<file path="src/design/cst_pkg.sv">
// Package: shared constants and types for the call stack step tracker.
`timescale 1ns / 1ps
package cst_pkg;

  localparam int unsigned STACK_DEPTH = 64;
  localparam int unsigned STACK_AW    = $clog2(STACK_DEPTH);
  localparam int unsigned CNT_W       = STACK_AW + 1;

  localparam int unsigned ADDR_W   = 24;
  localparam int unsigned DEPTH_W  = 7;
  localparam int unsigned ENTRY_W  = 3 * ADDR_W + 1;
  localparam int unsigned IN_W     = 64;
  localparam int unsigned OUT_W    = 112;
  localparam int unsigned CFG_IDX_W = 2;
  localparam int unsigned CFG_DAT_W = 24;

  // opcodes
  localparam logic [7:0] OP_JSR  = 8'h20;
  localparam logic [7:0] OP_JSL  = 8'h22;
  localparam logic [7:0] OP_JSRX = 8'hFC;
  localparam logic [7:0] OP_RTI  = 8'h40;
  localparam logic [7:0] OP_RTS  = 8'h60;
  localparam logic [7:0] OP_RTL  = 8'h6B;

  // step modes
  localparam logic [1:0] MODE_INTO = 2'd0;
  localparam logic [1:0] MODE_OVER = 2'd1;
  localparam logic [1:0] MODE_OUT  = 2'd2;

  // status codes
  localparam logic [1:0] ST_IDLE  = 2'd0;
  localparam logic [1:0] ST_DONE  = 2'd1;
  localparam logic [1:0] ST_TOUT  = 2'd2;
  localparam logic [1:0] ST_EMPTY = 2'd3;

  // event codes
  localparam logic [1:0] EV_NONE = 2'd0;
  localparam logic [1:0] EV_PUSH = 2'd1;
  localparam logic [1:0] EV_POP  = 2'd2;

  // configuration register indexes
  localparam logic [CFG_IDX_W-1:0] REG_STEP_MODE  = 2'd0;
  localparam logic [CFG_IDX_W-1:0] REG_STEP_LIMIT = 2'd1;

  localparam logic [ADDR_W-1:0] LIMIT_RST = 24'd100000;
  localparam logic [ADDR_W-1:0] CNT_MAX   = 24'hFFFFFF;

  typedef struct packed {
    logic [ADDR_W-1:0] caller;
    logic [ADDR_W-1:0] target;
    logic [ADDR_W-1:0] ret;
    logic              is_long;
  } entry_t;

  typedef struct packed {
    logic                we;
    logic                re;
    logic [STACK_AW-1:0] waddr;
    logic [STACK_AW-1:0] raddr;
    entry_t              wdata;
  } mem_cmd_t;

  typedef struct packed {
    logic               stop;
    logic [1:0]         status;
    logic [ADDR_W-1:0]  executed;
    logic [DEPTH_W-1:0] depth;
    logic [1:0]         event_res;
    logic               overflow;
  } res_t;

endpackage

</file>
<file path="src/design/cst_stack_ram.sv">
// Generic single write, single read synchronous RAM with registered read data.
`timescale 1ns / 1ps
module cst_stack_ram #(
  parameter int unsigned Depth = 64,
  parameter int unsigned Width = 73,
  localparam int unsigned Aw   = $clog2(Depth)
) (
  input  logic             clk_i,
  input  logic             we_i,
  input  logic [Aw-1:0]    waddr_i,
  input  logic [Width-1:0] wdata_i,
  input  logic             re_i,
  input  logic [Aw-1:0]    raddr_i,
  output logic [Width-1:0] rdata_o
);

  logic [Width-1:0] mem_q [Depth];
  logic [Width-1:0] rdata_q;

  always_ff @(posedge clk_i) begin
    if (we_i) begin
      mem_q[waddr_i] <= wdata_i;
    end
  end

  // read data holds until the next read
  always_ff @(posedge clk_i) begin
    if (re_i) begin
      rdata_q <= mem_q[raddr_i];
    end
  end

  assign rdata_o = rdata_q;

endmodule

</file>
<file path="src/design/cst_step_ctrl.sv">
// Step control: stack pointer, step state, config registers and RAM commands.
`timescale 1ns / 1ps
module cst_step_ctrl (
  input  logic                           clk_i,
  input  logic                           rst_ni,
  input  logic                           cfg_we_i,
  input  logic [cst_pkg::CFG_IDX_W-1:0]  cfg_index_i,
  input  logic [cst_pkg::CFG_DAT_W-1:0]  cfg_data_i,
  input  logic                           acc_i,
  input  logic [cst_pkg::ADDR_W-1:0]     pc_i,
  input  logic [7:0]                     opcode_i,
  input  logic [7:0]                     operand_low_i,
  input  logic [7:0]                     operand_high_i,
  input  logic [7:0]                     operand_bank_i,
  input  logic                           begin_req_i,
  output cst_pkg::res_t                  res_o,
  output cst_pkg::mem_cmd_t              cmd_o
);

  localparam logic [cst_pkg::CNT_W-1:0] FULL = cst_pkg::CNT_W'(cst_pkg::STACK_DEPTH);

  logic [1:0]                  mode_q, mode_d;
  logic [cst_pkg::ADDR_W-1:0]  limit_q, limit_d;
  logic [cst_pkg::CNT_W-1:0]   count_q, count_d;
  logic [cst_pkg::CNT_W-1:0]   ref_q, ref_d;
  logic [cst_pkg::ADDR_W-1:0]  steps_q, steps_d;
  logic                        stepping_q, stepping_d;

  logic                        is_call, is_ret, do_push, do_pop, done_now, ok;
  logic [1:0]                  mode, status;
  logic [cst_pkg::ADDR_W-1:0]  base, ret3;
  logic [cst_pkg::CNT_W-1:0]   cnt_m1;
  cst_pkg::entry_t             ent;

  assign is_call = (opcode_i == cst_pkg::OP_JSR) || (opcode_i == cst_pkg::OP_JSL) ||
                   (opcode_i == cst_pkg::OP_JSRX);
  assign is_ret  = (opcode_i == cst_pkg::OP_RTI) || (opcode_i == cst_pkg::OP_RTS) ||
                   (opcode_i == cst_pkg::OP_RTL);
  assign mode    = (mode_q == cst_pkg::MODE_OVER || mode_q == cst_pkg::MODE_OUT) ?
                   mode_q : cst_pkg::MODE_INTO;
  assign do_push = is_call && (count_q < FULL);
  assign do_pop  = is_ret && (count_q != '0);
  assign cnt_m1  = count_q - cst_pkg::CNT_W'(1);
  assign ret3    = pc_i + cst_pkg::ADDR_W'(3);

  // frame built from the call
  always_comb begin
    ent.caller  = pc_i;
    ent.is_long = (opcode_i == cst_pkg::OP_JSL);
    case (opcode_i)
      cst_pkg::OP_JSR: ent.target = {pc_i[23:16], operand_high_i, operand_low_i};
      cst_pkg::OP_JSL: ent.target = {operand_bank_i, operand_high_i, operand_low_i};
      default:         ent.target = '0;
    endcase
    if (opcode_i == cst_pkg::OP_JSL) begin
      ent.ret = pc_i + cst_pkg::ADDR_W'(4);
    end else begin
      ent.ret = {pc_i[23:16], ret3[15:0]};
    end
  end

  always_comb begin
    count_d    = count_q;
    ref_d      = ref_q;
    steps_d    = steps_q;
    stepping_d = stepping_q;
    status     = cst_pkg::ST_IDLE;
    done_now   = 1'b0;
    ok         = 1'b0;
    base       = steps_q;

    if (begin_req_i) begin
      base = '0;
      if (mode == cst_pkg::MODE_OUT && count_q == '0) begin
        stepping_d = 1'b0;
        status     = cst_pkg::ST_EMPTY;
      end else begin
        stepping_d = 1'b1;
        ref_d      = (mode == cst_pkg::MODE_OUT) ? cnt_m1 : count_q;
        done_now   = (mode == cst_pkg::MODE_OVER) && !is_call;
      end
    end
    steps_d = base;

    if (do_push) begin
      count_d = count_q + cst_pkg::CNT_W'(1);
    end else if (do_pop) begin
      count_d = cnt_m1;
    end

    if (stepping_d) begin
      steps_d = (base == cst_pkg::CNT_MAX) ? base : base + cst_pkg::ADDR_W'(1);
      case (mode)
        cst_pkg::MODE_OVER: ok = done_now || (count_d <= ref_d);
        cst_pkg::MODE_OUT:  ok = do_pop && (count_d <= ref_d);
        default:            ok = 1'b1;
      endcase
      if (ok) begin
        status = cst_pkg::ST_DONE;
      end else if (steps_d >= limit_q) begin
        status = cst_pkg::ST_TOUT;
      end
      if (status != cst_pkg::ST_IDLE) begin
        stepping_d = 1'b0;
      end
    end
  end

  always_comb begin
    mode_d  = mode_q;
    limit_d = limit_q;
    if (cfg_we_i) begin
      case (cfg_index_i)
        cst_pkg::REG_STEP_MODE:  mode_d  = cfg_data_i[1:0];
        cst_pkg::REG_STEP_LIMIT: limit_d = cfg_data_i;
        default: ;
      endcase
    end
  end

  always_ff @(posedge clk_i or negedge rst_ni) begin
    if (!rst_ni) begin
      mode_q     <= cst_pkg::MODE_INTO;
      limit_q    <= cst_pkg::LIMIT_RST;
      count_q    <= '0;
      ref_q      <= '0;
      steps_q    <= '0;
      stepping_q <= 1'b0;
    end else begin
      mode_q  <= mode_d;
      limit_q <= limit_d;
      if (acc_i) begin
        count_q    <= count_d;
        ref_q      <= ref_d;
        steps_q    <= steps_d;
        stepping_q <= stepping_d;
      end
    end
  end

  assign res_o.stop      = (status != cst_pkg::ST_IDLE);
  assign res_o.status    = status;
  assign res_o.executed  = steps_d;
  assign res_o.depth     = cst_pkg::DEPTH_W'(count_d);
  assign res_o.event_res = do_push ? cst_pkg::EV_PUSH :
                           (do_pop ? cst_pkg::EV_POP : cst_pkg::EV_NONE);
  assign res_o.overflow  = is_call && !do_push;

  assign cmd_o.we    = acc_i && do_push;
  assign cmd_o.re    = acc_i && do_pop;
  assign cmd_o.waddr = count_q[cst_pkg::STACK_AW-1:0];
  assign cmd_o.raddr = cnt_m1[cst_pkg::STACK_AW-1:0];
  assign cmd_o.wdata = ent;

  // stack pointer stays within the RAM
  assert property (@(posedge clk_i) disable iff (!rst_ni) count_q <= FULL)
    else $error("stack count beyond depth");

  // an item never both writes and reads the stack RAM
  assert property (@(posedge clk_i) disable iff (!rst_ni) !(cmd_o.we && cmd_o.re))
    else $error("push and pop in one beat");

  // a stop ends the active step
  assert property (@(posedge clk_i) disable iff (!rst_ni) acc_i && res_o.stop |=> !stepping_q)
    else $error("step still active after stop");

endmodule

</file>
<file path="src/design/call_stack_step_tracker.sv">
// Top level: shadow call stack step tracker with a two-beat output pipeline.
`timescale 1ns / 1ps
// Usage
//   s_axis carries one retired 65816 instruction per beat; m_axis returns one
//   result beat per instruction, in order. cfg_* writes step_mode (index 0)
//   and step_limit (index 1); cfg_ready_o is always high, write only when idle.
// Timing
//   Accepts one instruction every cycle while m_axis is not stalled. On the way
//   to m_axis the input beat first updates the stack pointer and step state,
//   issues the stack RAM access and is held in the middle stage; the output
//   register then takes the RAM read data (for a return).
//   The single stack RAM port pair (one push or one pop per beat) sets the
//   rate at one instruction per cycle.
// Stalls
//   A stalled output holds its beat; one further instruction is still taken
//   into the middle stage, after which s_axis_tready drops until m_axis moves.
// Reset
//   rst_ni clears the stack pointer, step state and pipeline valids, and sets
//   step_mode to step into and step_limit to 100000. The stack RAM is not
//   cleared; only pushed entries are ever read back.
module call_stack_step_tracker (
  input  logic                          clk_i,
  input  logic                          rst_ni,
  input  logic                          cfg_valid_i,
  output logic                          cfg_ready_o,
  input  logic [cst_pkg::CFG_IDX_W-1:0] cfg_index_i,
  input  logic [cst_pkg::CFG_DAT_W-1:0] cfg_data_i,
  input  logic                          s_axis_tvalid,
  output logic                          s_axis_tready,
  // pc[23:0], opcode[31:24], operand_low[39:32], operand_high[47:40],
  // operand_bank[55:48], begin_req[56], zero pad [63:57]
  input  logic [cst_pkg::IN_W-1:0]      s_axis_tdata,
  output logic                          m_axis_tvalid,
  input  logic                          m_axis_tready,
  // stop[0], status[2:1], executed[26:3], depth[33:27], event_res[35:34],
  // entry_caller[59:36], entry_target[83:60], entry_return[107:84],
  // entry_long[108], overflow[109], zero pad [111:110]
  output logic [cst_pkg::OUT_W-1:0]     m_axis_tdata
);

  logic              acc, s2_adv;
  logic              s2_v_q, out_v_q;
  cst_pkg::res_t     res, s2_res_q, out_res_q;
  cst_pkg::mem_cmd_t cmd;
  cst_pkg::entry_t   s2_ent_q, out_ent_q, rd_ent, sel_ent;
  logic [cst_pkg::ENTRY_W-1:0] rdata;

  assign cfg_ready_o   = 1'b1;
  assign s2_adv        = !out_v_q || m_axis_tready;
  assign s_axis_tready = !s2_v_q || s2_adv;
  assign acc           = s_axis_tvalid && s_axis_tready;

  cst_step_ctrl u_ctrl (
    .clk_i          (clk_i),
    .rst_ni         (rst_ni),
    .cfg_we_i       (cfg_valid_i),
    .cfg_index_i    (cfg_index_i),
    .cfg_data_i     (cfg_data_i),
    .acc_i          (acc),
    .pc_i           (s_axis_tdata[23:0]),
    .opcode_i       (s_axis_tdata[31:24]),
    .operand_low_i  (s_axis_tdata[39:32]),
    .operand_high_i (s_axis_tdata[47:40]),
    .operand_bank_i (s_axis_tdata[55:48]),
    .begin_req_i    (s_axis_tdata[56]),
    .res_o          (res),
    .cmd_o          (cmd)
  );

  cst_stack_ram #(
    .Depth (cst_pkg::STACK_DEPTH),
    .Width (cst_pkg::ENTRY_W)
  ) u_ram (
    .clk_i   (clk_i),
    .we_i    (cmd.we),
    .waddr_i (cmd.waddr),
    .wdata_i (cmd.wdata),
    .re_i    (cmd.re),
    .raddr_i (cmd.raddr),
    .rdata_o (rdata)
  );

  assign rd_ent = cst_pkg::entry_t'(rdata);

  // pushed frame comes with the beat, popped frame from the RAM
  always_comb begin
    case (s2_res_q.event_res)
      cst_pkg::EV_PUSH: sel_ent = s2_ent_q;
      cst_pkg::EV_POP:  sel_ent = rd_ent;
      default:          sel_ent = '0;
    endcase
  end

  // valids
  always_ff @(posedge clk_i or negedge rst_ni) begin
    if (!rst_ni) begin
      s2_v_q  <= 1'b0;
      out_v_q <= 1'b0;
    end else begin
      if (s_axis_tready) begin
        s2_v_q <= s_axis_tvalid;
      end
      if (s2_adv) begin
        out_v_q <= s2_v_q;
      end
    end
  end

  // payload
  always_ff @(posedge clk_i) begin
    if (acc) begin
      s2_res_q <= res;
      s2_ent_q <= cmd.wdata;
    end
    if (s2_adv && s2_v_q) begin
      out_res_q <= s2_res_q;
      out_ent_q <= sel_ent;
    end
  end

  assign m_axis_tvalid = out_v_q;
  assign m_axis_tdata  = {2'b00,
                          out_res_q.overflow,
                          out_ent_q.is_long,
                          out_ent_q.ret,
                          out_ent_q.target,
                          out_ent_q.caller,
                          out_res_q.event_res,
                          out_res_q.depth,
                          out_res_q.executed,
                          out_res_q.status,
                          out_res_q.stop};

endmodule

</file>
<file path="config.mk">
export PLATFORM = sky130hd
export DESIGN_NAME = call_stack_step_tracker
export DESIGN_NICKNAME = d
export VERILOG_FILES = /design/src/design/cst_pkg.sv /design/src/design/cst_stack_ram.sv /design/src/design/cst_step_ctrl.sv /design/src/design/call_stack_step_tracker.sv
export SDC_FILE = /design/constraint.sdc
export NUM_CORES = 2
export LEC_CHECK = 0
export ABC_AREA = 0
export BUFFER_PORTS_ARGS = -buffer_cell sky130_fd_sc_hd__buf_2
export CAP_MARGIN = 0
export CORE_ASPECT_RATIO = 1.75
export CORE_MARGIN = 3
export CORE_UTILIZATION = 44
export CTS_CLUSTER_SIZE = 24
export DETAILED_ROUTE_END_ITERATION = 6
export PLACE_DENSITY = 0.6
export SLEW_MARGIN = 20
export SYNTH_ARGS = -nofsm -noshare
export SYNTH_HDL_FRONTEND = slang
export SYNTH_MEMORY_MAX_BITS = 65536
export SYNTH_SLANG_ARGS = --single-unit
</file>
<file path="constraint.sdc">
create_clock -name clk_i -period 20 [get_ports clk_i]
set_clock_uncertainty 0.15 [all_clocks]
set_input_delay 3 -clock clk_i [delete_from_list [all_inputs] [get_ports clk_i]]
set_output_delay 3 -clock clk_i [all_outputs]
set_load 0.02 [all_outputs]
</file>
* Yosys cells after proc, flatten, opt, wreduce, memory -nomap -nowiden *
Memory sizes are Yosys's and may differ from the RTL's. A register that Yosys moved wholly into a read port is not among the register bits.
Cells that the tools add are included.

word-level totals
  register bits after elaboration = 287
  bits in latches = 0
  memory bits (writable) = 4672
  bits in read-only memories = 0
  bits of input ports = 95
  output and inout bits = 115
  logic and storage cells = 109
  memories kept = 1

memories
  memory       words  width  read ports  clocked after Yosys merged registers in  wr ports  line                 source
  u_ram.mem_q  64     73     1           1                                        1         cst_stack_ram.sv:17  logic [Width-1:0] mem_q [Depth];

cells by class
  add/subtract/negate cells = 5
  multipliers = 0
  div/mod/pow operators = 0
  magnitude comparators = 3
  equality and inequality tests = 14
  shift operators = 0
  multiplexer cells = 29
  bitwise logic cells = 0
  reductions and logical operators = 29

operators by type and width
  kind                   number
  $pmux 73 s2            1
  $mux 24                4
  $pmux 24 s2            1
  $mux 7                 5
  $add 24x1->24 const B  1
  $add 24x3->24 const B  1
  $eq 24x24->1 const B   1
  $eq 8x7->1 const B     3
  $ge 24x24->1           1
  $add 16x2->16 const B  1
  $eq 8x6->1 const B     2
  $mux 2                 8
  $logic_and 1x1->1      10
  $mux 1                 9
  $eq 2x1->1 const B     4
  $eq 8x8->1 const B     1
  $logic_or 1x1->1       8
  $add 7x1->7 const B    1
  $le 7x7->1             1
  $logic_not 7->1        1
  $lt 7x7->1 const B     1
  $reduce_bool 7->1      1
  $sub 7x1->7 const B    1
  $eq 2x2->1 const B     3
  other kinds (5)        10

* Logic depth before layout (Yosys ltp) *
  word-level depth = 16
  depth in mapped cells = 21
  gate-level depth less buffers = 17

* Hierarchy *
A second synthesis with hierarchy kept.

unflattened totals
  cell total of the unflattened synthesis = 8776
  area, all modules = 192412.0 um2

modules (own cells, without submodules)
  module                   instances  cells each  area each (um2)  seq. area each (um2)
  cst_stack_ram            1          7585        178271.0         142486.7
  call_stack_step_tracker  1          407         7796.2           6656.4
  cst_step_ctrl            1          784         6344.8           1634.1

* Worst setup path after synthesis *
No wires, ideal clock.

  kind = input port to flip-flop
  start point = input port s_axis_tdata[30] in the netlist's numbering
  end point = memory u_ram.mem_q[14][0] (enable)
  library setup time = 0.685 ns
  data arrival time = 11.132 ns
  required time = 19.165 ns
  setup slack = 8.033 ns
  stages on the path = 5
  buffers on the path = 0
  path through = nand4_1 > or3_1 > a211oi_2 > nand3_1 > nor4_1

between the ends
  cells in the longest elaborated chain, start to end = 7
  elaborated cells between the ends (all ways) = 9
  those cells by class = eq/ne: 3; mux: 2; reduce/logical: 4

RTL lines
  what                            line                           source
  start, declared                 call_stack_step_tracker.sv:32  input logic [cst_pkg::IN_W-1:0] s_axis_tdata,
  $eq 8x6->1                      cst_step_ctrl.sv:35            assign is_call = (opcode_i == cst_pkg::OP_JSR) || (opcode_i == cst_pkg::OP_JSL) ||
  $logic_or 1x1->1                cst_step_ctrl.sv:35
  $logic_or 1x1->1 *              cst_step_ctrl.sv:35
  $logic_and 1x1->1 *             cst_step_ctrl.sv:41            assign do_push = is_call && (count_q < FULL);
  $logic_and 1x1->1 *             cst_step_ctrl.sv:149           assign cmd_o.we = acc_i && do_push;
  $mux 1 *                        cst_stack_ram.sv:21            if (we_i) begin
  $mux 1 (implied by the code) *  cst_stack_ram.sv:22            mem_q[waddr_i] <= wdata_i;
  end, declared                   cst_stack_ram.sv:17

Mark *: on every way between the ends. The rest lies on a longest branch, timed or not.

==> summary.md <==
| Metric | Value |
|---|---|
| WP data required | `20530 ps` |
| Mux contribution to synthesized area | `14.2%` |
| Critical Path Source Type | `primary input` |
| Critical-path cell list | `buf_2 -> nor2b_1 -> ha_1 -> nand4b_2 -> nor4_1 -> nand3_2 -> nand2_1 -> nor2_1 -> xnor2_1 -> ha_1 -> a21o_1 -> a21o_1 -> a211o_1 -> a211oi_1 -> o211a_1 -> o41ai_1` |
| Synth Cell Area | `194000 sq um` |
| Largest family of logic cells by synthesized area | `multiplexers` |
| CTS H-tree lvls | `5` |
| Post-route DRC violation count | `0` |
| Core area | `440000 sq um` |
| Final min period | `7460 ps` |
| Max_cap viols | `0` |
| Status | `finished, final reports clean` |
| Area share of the largest cell type after synthesis | `76.7%` |
| DR vias/cell | `6.20` |
| Place WS | `11650 ps` |
| Maximum VDD drop | `134 uV` |
| CTS tree | `yes` |
| Pre-antenna DRT Iters | `5` |
| Final Max Slew Viols | `0` |
| Most frequent cells after synthesis | `4965 x edfxtp_1, 1189 x nand2_1, 1168 x mux4_2` |
| First-pass GRT wire length | `804 mm` |
| Layout cells sized above 1 | `24.2%` |
| Setup TNS | `0 ps` |
| Num ports | `210` |
| RSZ-0062 raised after global routing | `false` |
| Clock Sinks | `5032` |
| Largest net degree at the start of global routing | `113` |
| Setup ws final | `12540 ps` |
| Final Setup Violations | `0` |
| Fmax | `134 MHz` |
| Yosys warnings | `0` |
| Fillcell total | `35100` |
| Starting Density | `44.2%` |
| Die Width | `508 um` |
| Relative slew slack | `19.3%` |
| Hold Path Class | `register to register` |
| Worst EP arrival | `7990 ps` |
| P&R area growth vs syn | `12.4%` |
| CTS root buf | `clkbuf_16` |
| CTS Buffer Depth | `4` |
| Avg Cell Area, Syn | `20.3 sq um` |
| # resized after CTS | `0` |
| Crit. End Element | `register` |
| Nets | `10200` |
| Die H | `885 um` |
| GPL Wtd Cong | `0.834` |
| FP Rows | `322` |
| Post-Route WL | `579 mm` |
| Post-CTS Hold Buffers | `0` |
| Worst skew pair latency | `1000 ps` |
| GRT Resource Usage Total | `25.5%` |
| Setup repair bufs after CTS | `0` |
| Avg WL per Cell | `35.6 um` |
| Least-Margin Pin Slew | `1210 ps` |
| Dpl hpwl | `319 mm` |
| Post-synthesis xor/xnor area fraction | `0.351%` |
| LEAKAGE | `0.0699 uW` |
| Synth unique cells | `78` |
| CP Class | `primary input to register` |
| PortBufs | `199` |
| Synth Area in Compound Gates | `1.96%` |
| PwrDens | `126 nW/um^2` |
| CTS Buf Count | `441` |
| Cell count after synthesis | `9588` |
| Most frequent cell after synthesis | `edfxtp_1` |
| Synth top area cells | `edfxtp_1 77%, mux4_2 14%, nand2_1 2.3%` |
| Vias | `101000` |
| Final cycle utilization of the critical path | `37.3%` |
| Clk pin slew, worst setup/hold paths | `70 ps` |
| DP Cell Count | `15400` |
| Die Area | `450000 sq um` |
| Crit path max fanout | `40` |
| Largest stage delay on the critical path | `720 ps` |
| Final non-filler cell total | `16200` |
| Seq cells post-synth | `5032` |
| Adder-cell share of the synthesized area | `0.264%` |
| FFs w/ async S/R, synth | `1.33%` |
| Number of flops mapped to enable cells by yosys | `4965` |
| Starting DRT DRC Count | `12400` |
| Post-Synth Simple-Gate Area | `4.36%` |
| Antenna viol nets, final | `0` |
| Top FF cell, synth | `edfxtp_1` |
| Antenna violations before repair | `26` |
| Number of global-route vias before repair | `102000` |
| Largest area contributor in the netlist | `edfxtp_1` |
| Slowest cell on the critical path | `nor4_1` |
| Final Hold Fails | `0` |
| Pwr Total | `27400 uW` |
| Grt ovf | `0` |
| Register area share after synthesis | `77.6%` |
==> through the flow <==
stage,hold slack (ps),instance area (sq um),utilization [%]
global placement,255,204000,46.4
detailed placement,255,204000,46.5
global route,264,219000,49.7
finish,247,219000,49.7
CTS,252,218000,49.7
floorplan,250,194000,-
==> logic make-up (layout without fill, tap and decap cells) <==
family | count (synthesis) | in the layout
flip-flops | 5032 | 5032
AND/OR/NAND/NOR | 1959 | 1959
multiplexers | 1297 | 1297
buffers and inverters | 591 | 1398
AO/OA/AOI/OAI | 589 | 589
XOR/XNOR | 77 | 77
adder cells (fa/ha/maj) | 41 | 41
other | 2 | 12
==> registers in the layout, summed over array words and instances, names as in the netlist, 2 cells and up <==
register        count
u_ram.rdata_o      73
u_ram.mem_q      4672
s2_res_q           37
u_ctrl.steps_q     24
m_axis_tdata      110
u_ctrl.ref_q        7
u_ctrl.limit_q     24
u_ctrl.mode_q       2
u_ctrl.count_q      7
s2_ent_q           73
==> final cells by class <==
class | count | area (sq um) | share of cell area [%]
flip-flops and latches | 5032 | 151000 | 69.0
repair buffers | 555 | 4000 | 1.83
well taps | 5832 | 7300 | 3.34
multi-input cells | 3966 | 42100 | 19.3
clock buffers | 541 | 11500 | 5.26
inverters | 43 | 169 | 0.0773
diodes | 9 | 22.5 | 0.0103
clock inverters | 259 | 2670 | 1.22
==> per-layer routing <==
metal / track usage [%] / vias to the layer above / routed length (um)
met2: 44.3 / 5110 / 299000
met5: 0 / - / 50
met3: 4.22 / 1099 / 46800
met1: 31.5 / 54500 / 205000
met4: 10.5 / 10 / 27600
li1: - / 40000 / -
==> worst paths after layout <==
check	from	endpoint	slack, ps	cells past startpoint
max in group asynchronous	rst_ni	u_ctrl.count_q[0]	16890	2
worst min-delay path	s2_res_q[20]	m_axis_tdata[13]	250	0
min in group asynchronous	rst_ni	u_ctrl.mode_q[0]	2080	2
worst min register to register	s2_res_q[20]	m_axis_tdata[13]	250	0
worst max-delay path	s_axis_tdata[56]	s2_res_q[35]	12540	16
worst max register to register	u_ctrl.count_q[0]	u_ram.rdata_o[47]	13040	12
==> placed cells by master, fill, tap and decap left out, types with 60 or more instances in the layout <==
master	Yosys	layout
a21oi_1	130	128
a22oi_1	75	75
a31oi_1	150	150
and3_1	154	154
buf_2	187	199
buf_4	21	327
clkbuf_1	296	95
clkbuf_16	0	444
clkinv_1	2	93
clkinv_2	0	77
dfrtp_1	61	60
edfxtp_1	4965	4965
mux2i_1	104	104
mux4_2	1168	1168
nand2_1	1189	1184
nand3_1	185	185
nor2_1	242	173
nor2_4	0	68
o22ai_1	76	76
==> where the power goes <==
part | total [uW] | internal, uW | leakage [uW] | switching [uW]
Combinational | 7150 | 2900 | 0.0171 | 4250
Sequential | 11700 | 11700 | 0.0459 | 59.2
Clock | 8550 | 4700 | 0.00689 | 3850
Total | 27400 | 19300 | 0.0699 | 8170
==> critical path: cells and delay by family <==
kind	cells	cell delay [ps]
buffers and inverters	1	340
adders and majority gates	2	610
xor gates and xnor gates	1	180
and+or+nand+nor	6	2430
AOI/OAI and AO/OA	6	1410
Power figures use the tool's default switching activity.
